## src/iirlp_pkg.sv

```systemverilog
package iirlp_pkg;

  localparam int FILTER_ORDER = 10;
  localparam int NUM_SENSORS  = 2;
  localparam int COEF_WIDTH   = 24;
  localparam int CF           = COEF_WIDTH - 5;
  localparam int SAMPLE_W     = 16;
  localparam int TAPS         = 2 * FILTER_ORDER + 1;
  localparam int TAP_W        = $clog2(TAPS);
  localparam int PROD_W       = SAMPLE_W + COEF_WIDTH;
  localparam int ACC_W        = PROD_W + TAP_W;
  localparam int RES_W        = ACC_W - CF;
  localparam int NTAB         = 11;

  // butterworth coefficients scaled by 10000
  localparam int NUM_TAB [NTAB] = '{1, 9, 41, 109, 191, 229, 191, 109, 41, 9, 1};
  localparam int DEN_TAB [NTAB] = '{10000, -35249, 66114, -80046, 68123, -41900,
                                    18711, -5948, 1282, -169, 10};

  typedef logic signed [SAMPLE_W-1:0]   sample_t;
  typedef logic signed [COEF_WIDTH-1:0] coef_t;
  typedef coef_t                        coef_tab_t [TAPS];

  typedef enum logic [2:0] {
    ST_IDLE,
    ST_MAC,
    ST_DRAIN,
    ST_ROUND,
    ST_PUSH
  } state_e;

  typedef struct packed {
    logic             start;
    logic             mul_en;
    logic             acc_en;
    logic             commit;
    logic             sel;
    logic [TAP_W-1:0] tap;
  } lane_ctl_t;

  localparam sample_t SAT_MAX = {1'b0, {(SAMPLE_W-1){1'b1}}};
  localparam sample_t SAT_MIN = {1'b1, {(SAMPLE_W-1){1'b0}}};

  // round to nearest, ties away from zero
  function automatic coef_t quantize(int k);
    longint mag;
    longint q;
    mag = (k < 0) ? -longint'(k) : longint'(k);
    q   = (mag * (longint'(1) << CF) + 64'sd5000) / 64'sd10000;
    return (k < 0) ? coef_t'(-q) : coef_t'(q);
  endfunction

  // feedforward taps first, then the negated feedback taps
  function automatic coef_tab_t build_coefs();
    coef_tab_t t;
    int        k;
    int        j;
    for (int i = 0; i < TAPS; i++) begin
      if (i <= FILTER_ORDER) begin
        k = (i < NTAB) ? NUM_TAB[i] : 0;
      end else begin
        j = i - FILTER_ORDER;
        k = (j < NTAB) ? -DEN_TAB[j] : 0;
      end
      t[i] = quantize(k);
    end
    return t;
  endfunction

  localparam coef_tab_t COEFS = build_coefs();

endpackage

```

## src/iirlp_ctrl.sv

```systemverilog
module iirlp_ctrl (
  input  logic                 clk_i,
  input  logic                 rst_ni,
  input  logic                 in_valid_i,
  input  logic                 sensor_sel_i,
  input  logic                 out_busy_i,
  output logic                 in_stall_o,
  output logic                 load_out_o,
  output logic                 sel_ok_o,
  output iirlp_pkg::lane_ctl_t lane_ctl_o
);
  import iirlp_pkg::*;

  state_e           state_q, state_d;
  logic [TAP_W-1:0] tap_q, tap_d;
  logic             sel_q;
  logic             ok_q;
  logic             in_ok;
  logic             accept;

  assign in_ok  = int'(sensor_sel_i) < NUM_SENSORS;
  assign accept = in_valid_i && (state_q == ST_IDLE);

  always_comb begin
    state_d = state_q;
    tap_d   = '0;
    case (state_q)
      ST_IDLE: begin
        if (in_valid_i) begin
          state_d = in_ok ? ST_MAC : ST_PUSH;
        end
      end
      ST_MAC: begin
        tap_d = tap_q + 1'b1;
        if (tap_q == TAP_W'(TAPS - 1)) begin
          state_d = ST_DRAIN;
          tap_d   = '0;
        end
      end
      ST_DRAIN: state_d = ST_ROUND;
      ST_ROUND: state_d = ST_PUSH;
      ST_PUSH: begin
        if (!out_busy_i) begin
          state_d = ST_IDLE;
        end
      end
      default: state_d = ST_IDLE;
    endcase
  end

  always_comb begin
    in_stall_o        = 1'b1;
    load_out_o        = 1'b0;
    lane_ctl_o.start  = 1'b0;
    lane_ctl_o.mul_en = 1'b0;
    lane_ctl_o.acc_en = 1'b0;
    lane_ctl_o.commit = 1'b0;
    lane_ctl_o.sel    = sel_q;
    lane_ctl_o.tap    = tap_q;
    case (state_q)
      ST_IDLE: begin
        in_stall_o       = 1'b0;
        lane_ctl_o.sel   = sensor_sel_i;
        lane_ctl_o.start = in_valid_i && in_ok;
      end
      ST_MAC: begin
        lane_ctl_o.mul_en = 1'b1;
        lane_ctl_o.acc_en = (tap_q != '0);
      end
      ST_DRAIN: lane_ctl_o.acc_en = 1'b1;
      ST_ROUND: lane_ctl_o.commit = 1'b1;
      ST_PUSH:  load_out_o        = !out_busy_i;
      default: ;
    endcase
  end

  always_ff @(posedge clk_i or negedge rst_ni) begin
    if (!rst_ni) begin
      state_q <= ST_IDLE;
      tap_q   <= '0;
      sel_q   <= 1'b0;
      ok_q    <= 1'b0;
    end else begin
      state_q <= state_d;
      tap_q   <= tap_d;
      if (accept) begin
        sel_q <= sensor_sel_i;
        ok_q  <= in_ok;
      end
    end
  end

  assign sel_ok_o = ok_q;

endmodule

```

## config.mk

```make
export PLATFORM = sky130hd
export DESIGN_NAME = iirlp_ctrl
export DESIGN_NICKNAME = d
export VERILOG_FILES = /design/src/iirlp_pkg.sv /design/src/iirlp_ctrl.sv
export SDC_FILE = /design/constraint.sdc
export NUM_CORES = 1
export LEC_CHECK = 0
export BUFFER_PORTS_ARGS = -buffer_cell sky130_fd_sc_hd__buf_2
export CAP_MARGIN = 30
export CORE_MARGIN = 2
export CORE_UTILIZATION = 40
export CTS_BUF_LIST = sky130_fd_sc_hd__clkbuf_2 sky130_fd_sc_hd__clkbuf_4 sky130_fd_sc_hd__clkbuf_8
export CTS_CLUSTER_DIAMETER = 200
export DETAILED_ROUTE_END_ITERATION = 8
export GPL_ROUTABILITY_DRIVEN = 0
export PLACE_DENSITY = 0.74
export SLEW_MARGIN = 15
export SYNTH_ARGS = -nofsm -noshare
export SYNTH_HDL_FRONTEND = slang
export SYNTH_SLANG_ARGS = --single-unit
```

## constraint.sdc

```tcl
create_clock -name clk_i -period 4 [get_ports clk_i]
set_input_delay 0.8 -clock clk_i [delete_from_list [all_inputs] [get_ports clk_i]]
set_output_delay 0.8 -clock clk_i [all_outputs]
set_load 0.005 [all_outputs]
```

Yosys cells after proc, flatten, opt, wreduce, memory -nomap -nowiden:

Index checks and enable logic that the tools add are counted.

* flip-flop bits (word level): 10
* bits of input ports: 5
* output and inout bits: 13
* logic and storage cells: 31

* add/subtract/negate cells: 1
* equal/unequal tests: 8
* multiplexer cells: 13
* reduce and logical (&&, ||, !) cells: 5

Operators by type and width (count)
* 3-bit one-hot mux with 5 select lines: 1
* 5-bit 2-to-1 mux: 2
* 3-bit 2-to-1 mux: 3
* 3-bit by 2-bit equality test with 1-bit output (second input constant): 2
* 1-bit 2-to-1 mux: 6
* 2-bit != test (second input constant): 3
* 5-bit by 1-bit adder with 5-bit output (second input constant): 1
* 5-bit equality test (second input constant): 1
* 5-bit nonzero test: 1
* 3-bit by 1-bit equality test with 1-bit output (second input constant): 1
* 3-bit equality test (second input constant): 1
* 3-bit logical NOT: 1
* 3-bit AND reduction: 1
* 1-bit one-hot mux with 2 select lines: 1
* 1-bit logical AND: 1
* 1-bit logical NOT: 1

Logic depth before layout (Yosys ltp):

* depth after elaboration: 3
* gate-level depth with buffers: 5

Worst setup path after synthesis:

OpenSTA, ideal clock, no wires.

* path kind: register -> output
* start point: reg state_q[2]
* end point: out lane_ctl_o[5] in the netlist's numbering
* arrival: 1.057 ns
* required time: 3.200 ns
* setup slack: 2.143 ns
* stages on the path, launching flop included: 4
* buffers on the path: 1
* path through: dfrtp_1 buf_6 nor3_2 mux2_2

RTL lines
* start, declared: RTL line iirlp_ctrl.sv:14 `state_e state_q, state_d;`
* start signal, assigned: RTL line iirlp_ctrl.sv:84 `state_q <= state_d;`
* end, declared: RTL line iirlp_ctrl.sv:10 `output iirlp_pkg::lane_ctl_t lane_ctl_o`

==> key figures <==
Worst setup path
  • CP Launch Type: flip-flop
  • Critical path type: flip-flop to output port
  • Max Fanout on Critical Path: 8
  • Critical Path End Type: output port
  • Critical path arrival: 1.51 ns
  • R2R setup slack: 2.60 ns
  • WP data required: 3.20 ns

Timing
  • Normalized max-slew margin: 80.1%
  • Final hold slack: 0.376 ns
  • Final hold vios: 0
  • Actual slew at the worst max-slew pin: 0.294 ns
  • Fin crit period: 2.31 ns
  • Unrepaired setup endpoints after global routing: false
  • Fmax: 433 MHz
  • Fin. max-slew vios: 0
  • # setup viols final: 0
  • Period utilization: 57.8%
  • Final worst slack: 1.69 ns
  • Total Neg Setup Slack: 0 ns
  • Setup Skew: 0.00151 ns

Power and ir drop
  • Max VDD drop: 358 uV
  • PwrDens: 667 mW/mm2
  • Clock power frac: 20.3%
  • Psw: 0.000157 W
  • Combinational Power Share: 39.8%
  • Leakage: 0.351 nW
  • Seq pwr share: 39.9%
  • Sw frac: 35.3%
  • Internal power: 0.000287 W

Placement
  • HPWL reported at the end of detailed placement: 746 um
  • IO buf count: 17
  • Place WS: 1.93 ns
  • Placed cells: 84

CTS
  • Clock latency on the worst-skew pair: 0.27 ns
  • Hold_buf cts: 0
  • Clock tree from TritonCTS: yes
  • Post-CTS sizing: 0
  • Max H-tree Level: 1
  • Sink Count: 10
  • CTS clk-pin slew, worst paths: 0.06 ns
  • Total CTS buffers: 3
  • Clock Root Buffer: clkbuf_4
  • # Post-CTS Setup Buffers: 0
  • Longest Clk Path Bufs: 2

Cells and area
  • Diode count: 0
  • Sequential cell area: 250 um2
  • Synth-to-Final Area Change: 22.3%
  • FILL cells: 118
  • Multi-input gate area: 253 um2
  • Layout cells sized above 1: 35.6%
  • Layout Cells excl Fill: 88
  • Total Nets Final: 81

Synthesis
  • Synth cell count leaders: dfrtp_1 (10), inv_1 (6), nand2_1 (5), nor2_1 (5), a21oi_1 (3)
  • Synth area leaders: dfrtp_1 (46%), ha_1 (4.6%), inv_1 (4.1%), nand2_1 (3.4%), nor2_1 (3.4%)
  • Cells after synthesis: 54
  • EDFF count, synth: 0
  • Post-Syn Area: 544 um2
  • Register area share after synthesis: 46.0%
  • Top cell type's share of synthesized area: 46.0%
  • Syn nets: 61
  • Synth warnings: 0
  • Avg Cell Area, Syn: 10.1 um2
  • Unique masters post-synth: 27
  • Synth area leader: dfrtp_1
  • Yosys reg bits: 10
  • FFs w/ async S/R, synth: 100%
  • Most frequent cell after synthesis: dfrtp_1
  • Top_reg_cell synth: dfrtp_1

Drt
  • Final wirelength: 977 um
  • Vias per inst: 4.91
  • Antenna Violating Nets Remaining: 0
  • Via count: 432
  • Initial DRC count: 3
  • Routed length per placed instance: 11.1 um
  • Drt pass-1 iters: 2
  • # DRC: 0

GRT
  • Largest net degree at the start of global routing: 11
  • Initial antenna violation count: 0
  • Vias in the first global route: 326
  • GRT Total Usage: 13.4%
  • First-pass GRT wire length: 1350 um
  • GRT overflow: 0

Die
  • Area of the die: 0.00167 mm2
  • Core box area: 0.00128 mm2
  • Num ports: 18
  • Row count: 13
  • Chip Height: 40.9 um
  • Die width: 40.9 um
  • Initial Util: 42.4%

Hold path
  • HP Class: input port to async pin

Job
  • Max-cap violation count: 0

Run status
  • Outcome: complete, no violations
[registers in the layout (all words and copies together), names as in the netlist]
register / flops
tap_q: 5
sel_q: 1
sel_ok_o: 1
state_q: 3
[through the flow]
step	power, W	cell area, um2	utilization, %
floorplan	0.000287	544	-
global placement	0.000348	629	49.0
detailed placement	0.000356	629	49.0
CTS	0.000450	666	51.8
global route	0.000481	666	51.8
finish	0.000444	666	51.8
[critical path, cell delays in order (launching register included)]
cell     delay (ns)
dfrtp_1        0.47
nor3_2         0.29
mux2_2         0.36
buf_2          0.12
[path summary, 6_finish.rpt]
path                       cells after the start  startpoint            end
max reg2reg                                    5    tap_q[0]     state_q[1]
max                                            3  state_q[2]  lane_ctl_o[5]
min                                            1      rst_ni       tap_q[4]
max in group asynchronous                      1      rst_ni       tap_q[3]
min in group clk_i                             1    sel_ok_o       sel_ok_o
min reg2reg                                    1    sel_ok_o       sel_ok_o
[layer usage]
layer | up-vias | GRT usage, % | wire [um]
met4 | 0 | 7.50 | 9
met3 | 2 | 8.15 | 58
met5 | - | 0 | 0
met2 | 11 | 18.0 | 421
li1 | 218 | - | -
met1 | 201 | 16.2 | 488
[cell type report]
type	instances	share of cell area [%]
multi-input cells	36	38.0
well taps	15	2.82
clock buffers	4	5.45
inverters	6	3.38
repair buffers	17	12.8
flip-flops and latches	10	37.6
[power by group through the flow]
| stage | Sequential [W] | Combinational (W) | Clock (W) |
|---|---|---|---|
| 2_1_floorplan | 0.000173 | 0.000114 | 0 |
| 3_3_place_gp | 0.000177 | 0.000171 | 0 |
| 3_5_place_dp | 0.000178 | 0.000178 | 0 |
| 4_1_cts | 0.000176 | 0.000180 | 0.0000940 |
| 5_1_grt | 0.000183 | 0.000200 | 0.0000980 |
| 6_report | 0.000177 | 0.000177 | 0.0000901 |
[cell usage in the layout (no fill, tap or decap), types with 2 or more instances in the layout]
| cell | instances |
|---|---|
| inv_1 | 6 |
| nand2_1 | 5 |
| dfrtp_1 | 10 |
| nor2_1 | 5 |
| nand2b_1 | 2 |
| buf_2 | 17 |
| clkbuf_4 | 3 |
| ha_1 | 2 |
| nand4b_1 | 2 |
| a21oi_1 | 3 |
[logic make-up (layout without fill, tap and decap cells)]
family | Yosys count | after routing | share of synthesized area [%]
AND/OR/NAND/NOR | 22 | 22 | 24.4
flip-flops | 10 | 10 | 46.0
AO/OA/AOI/OAI | 8 | 8 | 9.43
buffers and inverters | 8 | 27 | 7.59
adder cells (fa/ha/maj) | 2 | 2 | 4.60
XOR/XNOR | 2 | 2 | 3.22
multiplexers | 2 | 2 | 4.83
Power figures use the tool's default switching activity.
