File: src/iirlp_pkg.sv
package iirlp_pkg;

  localparam int FILTER_ORDER = 10;
  localparam int NUM_SENSORS  = 2;
  localparam int COEF_WIDTH   = 24;
  localparam int CF           = COEF_WIDTH - 5;
  localparam int SAMPLE_W     = 16;
  localparam int TAPS         = 2 * FILTER_ORDER + 1;
  localparam int TAP_W        = $clog2(TAPS);
  localparam int PROD_W       = SAMPLE_W + COEF_WIDTH;
  localparam int ACC_W        = PROD_W + TAP_W;
  localparam int RES_W        = ACC_W - CF;
  localparam int NTAB         = 11;

  // butterworth coefficients scaled by 10000
  localparam int NUM_TAB [NTAB] = '{1, 9, 41, 109, 191, 229, 191, 109, 41, 9, 1};
  localparam int DEN_TAB [NTAB] = '{10000, -35249, 66114, -80046, 68123, -41900,
                                    18711, -5948, 1282, -169, 10};

  typedef logic signed [SAMPLE_W-1:0]   sample_t;
  typedef logic signed [COEF_WIDTH-1:0] coef_t;
  typedef coef_t                        coef_tab_t [TAPS];

  typedef enum logic [2:0] {
    ST_IDLE,
    ST_MAC,
    ST_DRAIN,
    ST_ROUND,
    ST_PUSH
  } state_e;

  typedef struct packed {
    logic             start;
    logic             mul_en;
    logic             acc_en;
    logic             commit;
    logic             sel;
    logic [TAP_W-1:0] tap;
  } lane_ctl_t;

  localparam sample_t SAT_MAX = {1'b0, {(SAMPLE_W-1){1'b1}}};
  localparam sample_t SAT_MIN = {1'b1, {(SAMPLE_W-1){1'b0}}};

  // round to nearest, ties away from zero
  function automatic coef_t quantize(int k);
    longint mag;
    longint q;
    mag = (k < 0) ? -longint'(k) : longint'(k);
    q   = (mag * (longint'(1) << CF) + 64'sd5000) / 64'sd10000;
    return (k < 0) ? coef_t'(-q) : coef_t'(q);
  endfunction

  // feedforward taps first, then the negated feedback taps
  function automatic coef_tab_t build_coefs();
    coef_tab_t t;
    int        k;
    int        j;
    for (int i = 0; i < TAPS; i++) begin
      if (i <= FILTER_ORDER) begin
        k = (i < NTAB) ? NUM_TAB[i] : 0;
      end else begin
        j = i - FILTER_ORDER;
        k = (j < NTAB) ? -DEN_TAB[j] : 0;
      end
      t[i] = quantize(k);
    end
    return t;
  endfunction

  localparam coef_tab_t COEFS = build_coefs();

endpackage

File: src/iirlp_lane.sv
module iirlp_lane (
  input  logic                 clk_i,
  input  logic                 rst_ni,
  input  iirlp_pkg::lane_ctl_t ctl_i,
  input  iirlp_pkg::sample_t   sample_i,
  output iirlp_pkg::sample_t   filt_o
);
  import iirlp_pkg::*;

  // per sensor: inputs at 0..order, outputs after; rotated so tap t sits at 0
  sample_t                   hist_q [NUM_SENSORS][TAPS];
  sample_t                   head;
  logic signed [PROD_W-1:0]  prod_d;
  logic signed [PROD_W-1:0]  prod_q;
  logic signed [ACC_W-1:0]   acc_q;
  logic signed [ACC_W-1:0]   acc_rnd;
  logic signed [RES_W-1:0]   res;
  sample_t                   y_d;
  sample_t                   y_q;

  localparam logic signed [ACC_W-1:0] RND_HALF = ACC_W'(1) << (CF - 1);

  assign head   = hist_q[ctl_i.sel][0];
  assign prod_d = head * COEFS[ctl_i.tap];

  // round half up, then saturate
  assign acc_rnd = acc_q + RND_HALF;
  assign res     = acc_rnd[ACC_W-1:CF];

  always_comb begin
    if ((&res[RES_W-1:SAMPLE_W-1]) || !(|res[RES_W-1:SAMPLE_W-1])) begin
      y_d = res[SAMPLE_W-1:0];
    end else if (res[RES_W-1]) begin
      y_d = SAT_MIN;
    end else begin
      y_d = SAT_MAX;
    end
  end

  always_ff @(posedge clk_i or negedge rst_ni) begin
    if (!rst_ni) begin
      for (int s = 0; s < NUM_SENSORS; s++) begin
        for (int i = 0; i < TAPS; i++) begin
          hist_q[s][i] <= '0;
        end
      end
    end else begin
      for (int s = 0; s < NUM_SENSORS; s++) begin
        if (ctl_i.sel == 1'(s)) begin
          if (ctl_i.start) begin
            hist_q[s][0] <= sample_i;
            for (int i = 1; i <= FILTER_ORDER; i++) begin
              hist_q[s][i] <= hist_q[s][i-1];
            end
          end else if (ctl_i.mul_en) begin
            for (int i = 0; i < TAPS - 1; i++) begin
              hist_q[s][i] <= hist_q[s][i+1];
            end
            hist_q[s][TAPS-1] <= hist_q[s][0];
          end else if (ctl_i.commit) begin
            hist_q[s][FILTER_ORDER+1] <= y_d;
            for (int i = FILTER_ORDER + 2; i < TAPS; i++) begin
              hist_q[s][i] <= hist_q[s][i-1];
            end
          end
        end
      end
    end
  end

  always_ff @(posedge clk_i) begin
    if (ctl_i.mul_en) begin
      prod_q <= prod_d;
    end
    if (ctl_i.start) begin
      acc_q <= '0;
    end else if (ctl_i.acc_en) begin
      acc_q <= acc_q + ACC_W'(prod_q);
    end
    if (ctl_i.commit) begin
      y_q <= y_d;
    end
  end

  assign filt_o = y_q;

endmodule

File: config.mk
export PLATFORM = sky130hd
export DESIGN_NAME = iirlp_lane
export DESIGN_NICKNAME = d
export VERILOG_FILES = /design/src/iirlp_pkg.sv /design/src/iirlp_lane.sv
export SDC_FILE = /design/constraint.sdc
export NUM_CORES = 2
export LEC_CHECK = 0
export BUFFER_PORTS_ARGS = -buffer_cell sky130_fd_sc_hd__buf_2
export CORE_ASPECT_RATIO = 1.1
export CORE_MARGIN = 5
export CORE_UTILIZATION = 59
export CTS_CLUSTER_SIZE = 40
export DETAILED_ROUTE_END_ITERATION = 8
export PLACE_DENSITY = 0.8
export RECOVER_POWER = 100
export SLEW_MARGIN = 20
export SYNTH_ARGS = -nofsm -noshare
export SYNTH_HDL_FRONTEND = slang
export SYNTH_SLANG_ARGS = --single-unit
File: constraint.sdc
create_clock -name clk_i -period 7.1 [get_ports clk_i]
set_input_delay 2.13 -clock clk_i [delete_from_list [all_inputs] [get_ports clk_i]]
set_output_delay 2.13 -clock clk_i [all_outputs]
set_load 0.005 [all_outputs]
; Word level (Yosys, flattened, before mapping)
; Memory sizes are Yosys's and may differ from the RTL's.
; Index checks and enable logic that the tools add are counted.
[word_totals]
latchBits = 0
memories = 1
output_inout_bits = 16
ramBits = 0
romBits = 768
wordCells = 80
reg_bits = 773
input_bits = 28
[mem_list]
columns = name, words, word_bits, rd, rd_clocked_by_memory_dff, wr, line
row1 = (name not given), 32, 24, 1, 0, 0, iirlp_lane.sv:24  ; assign prod_d = head * COEFS[ctl_i.tap];
[classes]
magnitude_cmp = 2
bitwise = 4
reduce_logical = 10
shift = 0
div = 0
eq_ne = 0
add_sub_neg = 2
multipliers = 1
mux = 15
[ops]
columns = operator, count
row1 = $mux W336, 3
row2 = $mux W176, 4
row3 = $mux W160, 4
row4 = $mux W24, 2
row5 = $add A45 B20 Y45 const B, 1
row6 = $add A45 B40 Y45, 1
row7 = $mul A16 B24 Y40, 1
row8 = $mux W16, 2
row9 = $reduce_and A11 Y1, 1
row10 = $reduce_or A11 Y1, 1
row11 = $ge A6 B6 Y1 const B, 1
row12 = $not A5 Y6, 1
row13 = $reduce_and A3 Y1, 2
row14 = $reduce_and A2 Y1, 2
row15 = $reduce_bool A2 Y1, 2
row16 = $ge A2 B2 Y1 const B, 1
row17 = $not A1 Y1, 2
row18 = $not A1 Y2, 1
row19 = $logic_not A1 Y1, 1
row20 = $logic_or A1 B1 Y1, 1

; Depth between registers and ports, before layout
[logic_depth]
word_depth = 7
ltp_mapped = 32
depth_no_buf = 31

; Worst setup path before layout
; OpenSTA, ideal clock, no wires.
[synth_timing]
kind = input to register
start = input ctl_i[0] (netlist name)
end = register prod_q[39], data pin
arrival_time_ns = 9.405
stages = 28
setup_time_ns = 0.260
path_buffers = 1
setup_slack_ns = -2.565
required_time_ns = 6.840
cell_sequence = inv_1 ha_1 clkbuf_1 or2_2 mux4_2 o21ai_1 nor2_1 fa_1 inv_1 fa_1 fa_1 fa_1 inv_1 fa_1 inv_1 fa_1 inv_1 ha_1 and4_1 a21oi_1 o21ai_0 a2111oi_0 a2bb2oi_1 a311o_1 a31oi_1 a21o_1 a21oi_1 xnor2_1
[synth_between]
elab_chain_cells = 5
[synth_rtl]
columns = element, line
row1 = from (decl), iirlp_lane.sv:4  ; input iirlp_pkg::lane_ctl_t ctl_i,
row2 = $not A5 Y6 (not written as such), iirlp_lane.sv:24
row3 = $mem_v2 Z32 W24, -
row4 = $mux W24 (not written as such) (2 in a row), iirlp_lane.sv:24
row5 = $mul A16 B24 Y40, iirlp_lane.sv:24
row6 = via prod_d[39], iirlp_lane.sv:13  ; logic signed [PROD_W-1:0] prod_d;
row7 = to (signal assigned), iirlp_lane.sv:73  ; prod_q <= prod_d;
row8 = to (decl), iirlp_lane.sv:14  ; logic signed [PROD_W-1:0] prod_q;
; The timed path passes the listed nets, and every way through them passes these cells. The select of a mux whose other input is x is not followed.
; A chain may end at the register's enable or synchronous reset.

; Worst setup path in the final report
; Same ends and word-level chain as after synthesis.

==> results.json <==
{
  "status": "finished with violations",
  "violations": "capacitance limit, slew limit, setup timing",
  "portBuffers": 43,
  "synth_area_um2": 51200,
  "syn_nets": 5895,
  "min_to": "hist_q[12]",
  "hold_class": "flip-flop to flip-flop",
  "critPathTopFamily": "adder cells",
  "rsz0062_at_grt": "yes",
  "crit_fanout": 4,
  "arrival_ns": 8.87,
  "finalSetupViolations": 137,
  "grt_pass1_vias": 38100,
  "gp_congestion": 1.00,
  "rr_worst_depth": 25,
  "antenna_cells": 0,
  "synth_seq_area_share_pct": 37.9,
  "avgSynthCellArea_um2": 9.59,
  "hpwl_mm": 89.5,
  "slowest_stage": "fa_1",
  "clockBufferDepth": 3,
  "synth_cells": 5343,
  "critPathMostFrequentCell": "fa_1",
  "fin_skew_ns": 0.0488,
  "vias": 38300,
  "finalHoldViolations": 0,
  "worstHoldStart": "hist_q[12]",
  "worst_slew_pin_slew_ns": 4.56,
  "rr_endpoint": "prod_q[39]",
  "h-tree-depth": 3,
  "ctsHoldBuffers": 0,
  "fin_ws_ns": -1.41,
  "r2r_slack_ns": 0.23,
  "dieHeight_um": 319,
  "cp_num_buf_inv": 8,
  "dieWidth_um": 291,
  "slew_viol_final": 1001,
  "die-area_um2": 92800,
  "routedWlPerCell_um": 18.4,
  "cts_made_buffers": 78,
  "maxCapViolCount": 11,
  "start_kind": "input port",
  "grt_first_pass_wirelength_mm": 202,
  "grt_start_max_net_pins": 230,
  "synthFlopType": "dfrtp_1",
  "relSlewSlack_pct": -204,
  "synth.distinct_cells": 84,
  "finalSetupTns_ns": -52.26,
  "drc": 0,
  "nets": 6108,
  "clkLatencyLatePin_ns": 0.66,
  "area_growth_pct": 13.6,
  "first_iter_violations": 3107,
  "io_pins": 44,
  "endpoint_kind": "flip-flop",
  "rows": 113,
  "critPathMaxStageDelay_ns": 0.55,
  "postRouteWirelength_mm": 124,
  "drt-vias-per-instance": 5.66,
  "grt_use_total_pct": 26.4,
  "fillerInstances": 6428,
  "grt_overflow": 0,
  "synth_edf_count": 56,
  "dr.pass1.iters": 6,
  "core_um2": 86200,
  "timing.fmax_mhz": 118,
  "cp_data_required_time_ns": 7.46,
  "antenna_found_initial": 3,
  "cts_tree": "yes",
  "crit_type": "input port to flip-flop",
  "cts_sinks": 773,
  "initial_core_util_pct": 59.4,
  "final_layout_size_suffix_gt1_share_pct": 12.7,
  "synth-warning-count": 0,
  "holdPathStages": 2,
  "synthArstFlopShare_pct": 86.9,
  "cts_root_buf": "clkbuf_16",
  "r2r-start": "hist_q[664]",
  "final.min_clock_period_ns": 8.51,
  "min_period_over_period_pct": 120,
  "ys_ff_latch": 773,
  "path_clk_slew_ns": 0.06,
  "antenna_left": 0
}
## sequential cells by signal (all words and copies together), names as in the netlist
signal and count:
prod_q 40, hist_q 672, filt_o 16, acc_q 45
## worst max-delay path by stage
stage,start,end,slack [ns],cells after the start
finish,ctl_i[0],prod_q[39],-1.41,30
global route,ctl_i[0],prod_q[39],-1.55,30
detailed placement,ctl_i[1],prod_q[39],-2.17,28
global placement,ctl_i[1],prod_q[39],-2.07,28
CTS,ctl_i[0],prod_q[39],-1.28,28
floorplan,ctl_i[1],prod_q[39],-1.67,28
## cell type report
| cell class | instances | area, um2 | share of cell area, % |
|---|---|---|---|
| sequential | 773 | 19400 | 33.3 |
| multi-input combinational | 3746 | 29300 | 50.4 |
| clock inverter | 29 | 343 | 0.589 |
| timing repair buffer | 448 | 3450 | 5.94 |
| inverter | 509 | 1940 | 3.33 |
| clock buffer | 114 | 2300 | 3.95 |
| tap | 1150 | 1440 | 2.47 |
## logic make-up after synthesis
logic type / after synthesis / share of synthesized area [%]
buffers and inverters: 824 / 6.07
xor gates and xnor gates: 103 / 1.76
AOI/OAI and AO/OA: 1041 / 11.1
muxes: 713 / 14.0
and+or+nand+nor: 1365 / 10.8
DFF: 773 / 37.9
adders and majority gates: 524 / 18.3
## worst min-delay path: stages, from the launching register on
cell and delay [ns]:
dfrtp_1 0.34, nand2_1 0.05, o21ai_0 0.06
## layer usage
metal / up-vias / part of all wire (%) / global-route usage, % / routed length, um
met5: - / 0.027 / 0 / 34
met4: 6 / 4.0 / 9.02 / 5030
met3: 274 / 6.7 / 4.56 / 8330
met2: 1215 / 46 / 42.2 / 57600
met1: 18700 / 43 / 37.0 / 53500
li1: 18100 / - / - / -
## repair_timing
item,4_1_cts,5_1_grt
setup endpoints to repair,31,31
resized for setup,73,64
setup buffers,15,13
pin swaps,55,48
hold endpoints to repair,0,0
## stage by stage
stage	hold slack (ns)	setup slack, ns	instances	cell area, um2	utilization (%)
final	0.479	-1.41	6769	58200	67.5
after global routing	0.505	-1.55	6769	58200	67.5
after CTS	0.483	-1.28	6760	58100	67.4
after detailed placement	0.470	-2.17	6603	55100	63.9
after global placement	0.460	-2.07	6603	55100	63.9
after floorplan	0.449	-1.67	5343	51500	-
## cell usage in the layout, fill, tap and decap left out, types with 137 or more instances in the layout
cell	count
inv_1	493
nand2_1	935
buf_4	357
fa_1	372
ha_1	137
nor2_1	256
o21ai_0	678
a21oi_1	146
dfrtp_1	672
mux2i_1	683
## Yosys cell counts, drive strengths merged, types with 8 or more instances
cell | count | share of area, %
o211ai | 8 | 0.12
edfxtp | 56 | 3.3
o21a | 13 | 0.19
xnor2 | 75 | 1.3
nand3 | 30 | 0.30
clkbuf | 289 | 2.1
o21bai | 11 | 0.16
mux2i | 690 | 13
dfxtp | 45 | 1.8
nand4 | 15 | 0.22
dfrtp | 672 | 33
inv | 507 | 3.7
nand2b | 11 | 0.13
o31ai | 8 | 0.14
and2 | 17 | 0.21
buf | 26 | 0.22
or3 | 8 | 0.11
a21oi | 174 | 1.8
ha | 149 | 3.6
mux2 | 21 | 0.47
nor2 | 268 | 2.0
nand2 | 939 | 6.9
nor2b | 13 | 0.16
xor2 | 28 | 0.48
nor3 | 25 | 0.27
and3 | 9 | 0.11
or2 | 9 | 0.11
a211oi | 14 | 0.21
a31oi | 13 | 0.16
fa | 375 | 15
o21ai | 698 | 6.8
a21o | 47 | 0.69
o22ai | 8 | 0.098
Power is not shown: default switching activity piles up to over one toggle a cycle in this logic, so the estimate is an artifact.
